`src/hdl/min_heap_priority_queue_unit_defines.svh`:
```
// Assertion macros used by the heap queue datapath.
`ifndef MIN_HEAP_PRIORITY_QUEUE_UNIT_DEFINES_SVH
`define MIN_HEAP_PRIORITY_QUEUE_UNIT_DEFINES_SVH

`ifndef ASSERT_OFF

// Expression holds at every rising clock edge out of reset.
`define ASSERT_ALWAYS(lbl, clk, rst, expr) \
  lbl: assert property (@(posedge clk) disable iff (rst) (expr)) \
    else $error("assertion failed: invariant");

// Consequent holds in the same cycle as the antecedent.
`define ASSERT_IMPLY(lbl, clk, rst, ante, cons) \
  lbl: assert property (@(posedge clk) disable iff (rst) (ante) |-> (cons)) \
    else $error("assertion failed: same-cycle implication");

// Consequent holds in the cycle after the antecedent.
`define ASSERT_NEXT(lbl, clk, rst, ante, cons) \
  lbl: assert property (@(posedge clk) disable iff (rst) (ante) |=> (cons)) \
    else $error("assertion failed: next-cycle implication");

`else

`define ASSERT_ALWAYS(lbl, clk, rst, expr)
`define ASSERT_IMPLY(lbl, clk, rst, ante, cons)
`define ASSERT_NEXT(lbl, clk, rst, ante, cons)

`endif

`endif

```
`src/hdl/mhpq_pkg.sv`:
```
// Types and constants of the min-heap priority queue.
package mhpq_pkg;

  localparam int KEY_W     = 32;
  localparam int TAG_W     = 16;
  localparam int CNT_OUT_W = 11;

  localparam logic ACT_INSERT = 1'b0;
  localparam logic ACT_REMOVE = 1'b1;

  typedef enum logic [1:0] {
    ST_DONE  = 2'd0,
    ST_FULL  = 2'd1,
    ST_EMPTY = 2'd2
  } hq_status_t;

  typedef struct packed {
    logic [KEY_W-1:0] key;
    logic [TAG_W-1:0] tag;
  } entry_t;

  typedef enum logic [2:0] {
    S_IDLE,
    S_INS_CHK,
    S_UP_CMP,
    S_REM_LAST,
    S_DN_RD,
    S_DN_CMP,
    S_FIN
  } ctrl_state_t;

  typedef struct packed {
    logic ins_start;
    logic rem_start;
    logic mark_full;
    logic mark_empty;
    logic take_last;
    logic up_read;
    logic up_step;
    logic dn_read;
    logic dn_step;
    logic place;
    logic load_out;
  } dp_cmd_t;

  typedef struct packed {
    logic full;
    logic empty;
    logic pos_zero;
    logic up_swap;
    logic dn_swap;
  } dp_stat_t;

endpackage

```
`src/hdl/mhpq_ctrl.sv`:
```
// Sequencer for insert, remove and the sift walks of the heap queue.
module mhpq_ctrl import mhpq_pkg::*; (
  input  logic     clk,
  input  logic     rst,
  input  logic     in_valid,
  output logic     in_ready,
  input  logic     action,
  output logic     out_valid,
  input  logic     out_ready,
  output dp_cmd_t  cmd,
  input  dp_stat_t stat
);

  ctrl_state_t state, state_next;
  logic        out_valid_next;

  always_ff @(posedge clk) begin
    if (rst) begin
      state     <= S_IDLE;
      out_valid <= 1'b0;
    end else begin
      state     <= state_next;
      out_valid <= out_valid_next;
    end
  end

  always_comb begin
    state_next = state;
    cmd        = '0;
    in_ready   = 1'b0;
    case (state)
      S_IDLE: begin
        in_ready = 1'b1;
        if (in_valid) begin
          if (action == ACT_INSERT) begin
            if (stat.full) begin
              cmd.mark_full = 1'b1;
              state_next    = S_FIN;
            end else begin
              cmd.ins_start = 1'b1;
              state_next    = S_INS_CHK;
            end
          end else begin
            if (stat.empty) begin
              cmd.mark_empty = 1'b1;
              state_next     = S_FIN;
            end else begin
              cmd.rem_start = 1'b1;
              state_next    = S_REM_LAST;
            end
          end
        end
      end
      S_INS_CHK: begin
        if (stat.pos_zero) begin
          cmd.place  = 1'b1;
          state_next = S_FIN;
        end else begin
          cmd.up_read = 1'b1;
          state_next  = S_UP_CMP;
        end
      end
      S_UP_CMP: begin
        if (stat.up_swap) begin
          cmd.up_step = 1'b1;
          state_next  = S_INS_CHK;
        end else begin
          cmd.place  = 1'b1;
          state_next = S_FIN;
        end
      end
      S_REM_LAST: begin
        // last entry was the root itself: nothing to sift
        if (stat.empty) begin
          state_next = S_FIN;
        end else begin
          cmd.take_last = 1'b1;
          state_next    = S_DN_RD;
        end
      end
      S_DN_RD: begin
        cmd.dn_read = 1'b1;
        state_next  = S_DN_CMP;
      end
      S_DN_CMP: begin
        if (stat.dn_swap) begin
          cmd.dn_step = 1'b1;
          state_next  = S_DN_RD;
        end else begin
          cmd.place  = 1'b1;
          state_next = S_FIN;
        end
      end
      S_FIN: begin
        // hold until the output register is free
        if (!out_valid || out_ready) begin
          cmd.load_out = 1'b1;
          state_next   = S_IDLE;
        end
      end
      default: begin
        state_next = S_IDLE;
      end
    endcase
  end

  always_comb begin
    if (cmd.load_out) begin
      out_valid_next = 1'b1;
    end else if (out_ready) begin
      out_valid_next = 1'b0;
    end else begin
      out_valid_next = out_valid;
    end
  end

endmodule

```
`config.mk`:
```
export PLATFORM = sky130hd
export DESIGN_NAME = mhpq_ctrl
export DESIGN_NICKNAME = d
export VERILOG_FILES = /design/src/hdl/min_heap_priority_queue_unit_defines.svh /design/src/hdl/mhpq_pkg.sv /design/src/hdl/mhpq_ctrl.sv
export SDC_FILE = /design/constraint.sdc
export NUM_CORES = 1
export LEC_CHECK = 0
export ABC_AREA = 1
export BUFFER_PORTS_ARGS = -buffer_cell sky130_fd_sc_hd__buf_2
export CORE_AREA = 2 2 39 41
export DETAILED_ROUTE_END_ITERATION = 16
export DIE_AREA = 0 0 41 43
export PLACE_DENSITY_LB_ADDON = 0.2
export SYNTH_ARGS = -nofsm -noshare
export SYNTH_HDL_FRONTEND = slang
export SYNTH_SLANG_ARGS = --single-unit
export TNS_END_PERCENT = 5
```
`constraint.sdc`:
```
create_clock -name clk -period 2 [get_ports clk]
set_input_delay 0 -clock clk [delete_from_list [all_inputs] [get_ports clk]]
set_output_delay 0 -clock clk [all_outputs]
set_load 0.05 [all_outputs]
```
==> metrics.cfg, run 1 <==
[outcome]
outcome=completed

[global_routing]
track_usage_pct=13.1
grt_pass1_wl_um=1500
overflow=0
grt_max_degree=10
grt_pass1_vias=387
antenna_found_initial=0

[clocking]
clk_path_buf_depth=2
clock-sinks=4
ctsResizeCount=0
path_clk_slew_ns=0.04
cts_root_buffer=clkbuf_4
tritoncts=built
clk_latency_ns=0.24
numCtsBuffers=3
htreeDepth=1

[floorplanning]
die-area_sq_mm=0.00176
core_area_sq_mm=0.00138
die_x_um=41
initial_core_util_pct=30.4
die_h_um=43
core.rowCount=14
num_io_pins=23

[critical_path]
r2r_start=state[0]
cp_cell_sequence=nand3_1 > o211ai_1 > buf_2
path_buf_inv=1
cp.arrival_ns=1.53
crit_family=flip-flops
startpoint_type=register
cp-end-kind=primary output
slowest_stage=dfxtp_1
r2r_setup_slack_ns=0.72
cpPeakStageDelay_ns=0.63
cp_max_fo=9
required_ns=2.00
crit_start=state[0]
crit_type=register to primary output

[pwr]
power_density_mw_per_mm2=1770
peakVddDrop_mv=1.01
p_leak_nw=0.322

[sta]
fmax_mhz=654
slew_viol_final=0
worstMarginPinSlew_ns=0.507
skew_ns=0.00131
fin_crit_ns=1.53
hold_violations=0
rsz0062_at_grt=no
min_period_over_period_pct=76.4
setup_viol=0
final.setup.tns_ns=0
slew_headroom_pct=66.2

[route]
drc=0
ant_nets=0
vias_per_cell=4.49
drt_iter0_drc=10
drt-total-wl_um=981
drtPass1Iterations=4
routed-via-count=480
wire_per_inst_um=9.17

[finish]
diodes=0
fill_cells=162
syn_to_final_growth_pct=31.0
drive_above_1_share_pct=39.6
fin_area_sq_um=551
final_nets=103

[synthesis]
synth_top_area_share_pct=19.0
syn-num-nets=78
avgSynthCellArea_sq_um=6.18
yosysTopAreaCell=dfxtp_1
synthFlopType=dfxtp_1
synth_common_cells=13 x nor2_1, 11 x inv_1, 8 x nand2_1
synth_seq_cells=4
yosysMostFrequentCell=nor2_1
synthArstFlopShare_pct=0
ys_types=21
ys_warn_count=0
yosysSeqAreaShare_pct=19.0
syn-cell-area_sq_um=420
synth_area_leaders=dfxtp_1 19%, nor2_1 12%, inv_1 9.8%
synth-edff-count=0
syn_inst=68

[place]
routabilityCongestion=0.725
dpl_cell_area_sq_um=518
io_buffer_count=22
dpl.hpwl_um=810

[run]
maxCapViolations=0

[worst_hold_path]
hp-start=out_ready
hold_path.class=input pin to register

logic make-up (layout without fill, tap and decap cells):
group	after synthesis	count (layout)	share of synthesized area, %
AND/OR/NAND/NOR	41	41	50.9
AO/OA/AOI/OAI	7	7	10.7
flip-flops	4	4	19.0
buffers and inverters	16	39	19.3
worst register-to-register path, stage by stage (launching register included):
cell and delay [ns]:
dfxtp_1 0.63, nand3_1 0.20, nor2_1 0.12, nor2_1 0.05
nand2_1 0.06, nand2_1 0.06, a21oi_2 0.10
state kept, by name, summed over array words and instances (netlist names):
register	flops
out_valid	1
state	3
area by class of cell:
type	instances	area, sq um	share of cell area (%)
Clock buffer	3	22.5	4.09
Inverter	13	48.8	8.86
Multi-Input combinational cell	48	259	47.0
Sequential cell	4	80.1	14.5
Tap cell	16	20.0	3.64
Timing Repair Buffer	23	120	21.8
placed cells by master (no fill, tap or decap):
| cell | synthesis | layout |
|---|---|---|
| nor2_8 | 1 | 1 |
| a21oi_1 | 3 | 3 |
| dlygate4sd3_1 | 0 | 1 |
| nor2_1 | 13 | 13 |
| o21ai_2 | 1 | 1 |
| o211ai_1 | 1 | 1 |
| nand2_1 | 8 | 8 |
| nor3_2 | 1 | 1 |
| o21ai_0 | 1 | 1 |
| inv_1 | 11 | 11 |
| dfxtp_1 | 4 | 4 |
| nor2_2 | 2 | 2 |
| nand2_4 | 1 | 1 |
| a21oi_2 | 1 | 1 |
| nand3_1 | 4 | 4 |
| buf_2 | 0 | 22 |
| clkbuf_4 | 0 | 3 |
| inv_2 | 2 | 2 |
| nand2_2 | 2 | 2 |
| nand4_1 | 3 | 3 |
| nor3_1 | 6 | 6 |
where the power goes:
part,internal (mW),switching [mW],total (mW)
sequential,0.112,0.0829,0.195
clock,0.0672,0.0349,0.102
combinational,0.191,0.488,0.679
repair_timing:
item,CTS,global route
hold buffers,1,0
endpoints found under the hold margin,4,0
setup buffers,0,0
stage by stage:
stage               util (%)  setup WS (ns)  power, mW  cells  hold slack [ns]
detailed placement      37.4          0.720      0.880    103            0.214
finish                  39.8          0.472      0.976    107            0.103
global placement        37.4          0.710      0.881    103            0.212
CTS                     39.8          0.465      0.985    107            0.108
floorplan                  -         -0.170      0.788     68           0.0624
global route            39.8          0.365       1.05    107            0.138
worst paths after layout:
| path | endpoint | depth (start not counted) |
|---|---|---|
| max | cmd[1] | 3 |
| min reg2reg | out_valid | 4 |
| min | out_valid | 4 |
| max reg2reg | state[2] | 6 |
routing by layer:
| metal | global-route usage (%) | share of wire [%] | vias up |
|---|---|---|---|
| met3 | 1.57 | 5.9 | 4 |
| met1 | 17.7 | 44 | 196 |
| met4 | 12.0 | 3.8 | 0 |
| met2 | 16.9 | 46 | 20 |
| met5 | 0 | 0 | - |
| li1 | - | - | 260 |
Power figures use the tool's default switching activity.
==> inputs of run 2 (changes only) <==
==> constraint.sdc (replaced) <==
create_clock -name clk -period 1.35 [get_ports clk]
set_input_delay 0 -clock clk [delete_from_list [all_inputs] [get_ports clk]]
set_output_delay 0 -clock clk [all_outputs]
set_load 0.05 [all_outputs]
==> run 2 against run 1 <==
Against the previous run:
- final cell count rose by 1.9%
- core utilization rose by 6.6 points
- combinational power rose by 72%
- largest cell class unchanged
- largest power group unchanged
==> metrics.cfg, run 2 (synthesis results as in run 1) <==
[sta]
fmax_mhz=790
slew_headroom_pct=82.8
fin_crit_ns=1.27
slew_viol_final=0
worstMarginPinSlew_ns=0.257
rsz0062_at_grt=no
min_period_over_period_pct=93.7
setup_viol=0
skew_ns=0.00549
hold_violations=0
holdWs_ns=0.0929

[worst_hold_path]
hold_depth=4
hold_path.class=input pin to register
hp-start=out_ready
min_to=state[2]

[clocking]
htreeDepth=1
tritoncts=built
numCtsBuffers=3
post_cts_buffers=0
clk_path_buf_depth=2
cts_root_buffer=clkbuf_4
clock-sinks=4
clk_latency_ns=0.24
path_clk_slew_ns=0.04

[global_routing]
grt_pass1_wl_um=1720
grt_max_degree=10
track_usage_pct=14.0
antenna_found_initial=0
grt_pass1_vias=435
overflow=0

[pwr]
power_density_mw_per_mm2=2540
power_mw=1.63
peakVddDrop_mv=1.51
p_leak_nw=0.347

[floorplanning]
die_h_um=43
core.rowCount=14
initial_core_util_pct=30.4
die_x_um=41
die-area_sq_mm=0.00176
num_io_pins=23
core_area_sq_mm=0.00138

[route]
wire_per_inst_um=9.39
vias_per_cell=4.48
drt-total-wl_um=1020
routed-via-count=488
ant_nets=0
drc=0
drt_iter0_drc=6
drtPass1Iterations=4

[finish]
drive_above_1_share_pct=52.7
seqCellArea_sq_um=86.3
final_nets=105
diodes=0
fill_cells=142
final_common_cell=buf_2
multiInputGateArea_sq_um=302
final_cell_mix=15 x buf_2, 10 x inv_1, 10 x nor2_1, 7 x nand2_1, 7 x buf_4
regMostFlops=state
largest_reg_flops=3
top_regs=state (3), out_valid (1)
syn_to_final_growth_pct=52.7
fin_area_sq_um=642

[place]
dpl.hpwl_um=802
io_buffer_count=22
dpl_cell_area_sq_um=566
routabilityCongestion=0.682

[critical_path]
cp-end-kind=primary output
startpoint_type=register
r2r-end=state[2]
crit_type=register to primary output
worst-r2r-cell-count=8
required_ns=1.35
cp_max_fo=8
r2r_setup_slack_ns=0.22
cp.arrival_ns=1.27
r2r_start=state[1]

[outcome]
outcome=completed

[run]
maxCapViolations=0

## run 2: cell types whose count changed in the layout (fill, tap and decap cells not counted), moves of 2 or more
cell     previous run  this run
buf_2              22        15
buf_4               0         7
dfxtp_1             4         1
nor2_1             13        10
nor2_2              2         5
nor3_1              6         3
buf_6               0         2
dfxtp_2             0         2
nor3_4              0         2
## run 2: worst max-delay path, cell delays in order, from the launching register on
cell	delay, ns
dfxtp_2	0.38
buf_4	0.16
nor3_2	0.19
buf_2	0.29
## run 2: cell type report
| type | count | area share [%] |
|---|---|---|
| Clock buffer | 3 | 3.51 |
| Inverter | 13 | 7.99 |
| Multi-Input combinational cell | 48 | 47.0 |
| Timing Repair Buffer | 25 | 25.0 |
| Sequential cell | 4 | 13.5 |
| Tap cell | 16 | 3.12 |
## run 2: power breakdown
group	switching [mW]	internal (mW)	total (mW)	leakage [nW]
registers	0.127	0.184	0.311	0.0342
clock network	0.0493	0.0994	0.149	0.0138
logic	0.786	0.385	1.17	0.299
## run 2: repair_timing
item / 4_1_cts / 5_1_grt
hold endpoints to repair: 4 / 0
gates resized for setup: 12 / 6
endpoints found under the setup margin: 11 / 8
hold buffers: 1 / 0
## run 2: routing by layer
metal / vias up / GRT usage (%) / part of all wire [%] / wire (um)
li1: 268 / - / - / -
met1: 206 / 17.8 / 42 / 428
met2: 14 / 21.6 / 53 / 539
met3: 0 / 4.71 / 5.5 / 56
met4: 0 / 4.00 / 0 / 0
met5: - / 0 / 0 / 0
## run 2: worst max path at each step
stage,start,endpoint,slack [ns],depth (start not counted)
2_1_floorplan,state[1],cmd[10],-0.33,6
3_3_place_gp,state[0],cmd[7],0.07,6
3_5_place_dp,state[0],cmd[8],0.05,6
4_1_cts,state[2],cmd[1],0.002,5
5_1_grt,state[0],cmd[1],0.006,3
6_report,state[0],cmd[4],0.08,3
## run 2: metrics by stage
step                instances  TNS, ns  utilization (%)  worst slack [ns]
detailed placement        105        0             40.9            0.0538
global placement          105        0             40.9            0.0651
floorplan                  68    -1.73                -            -0.334
finish                    109        0             46.4            0.0847
CTS                       109        0             45.4           0.00205
global route              109        0             46.4           0.00627
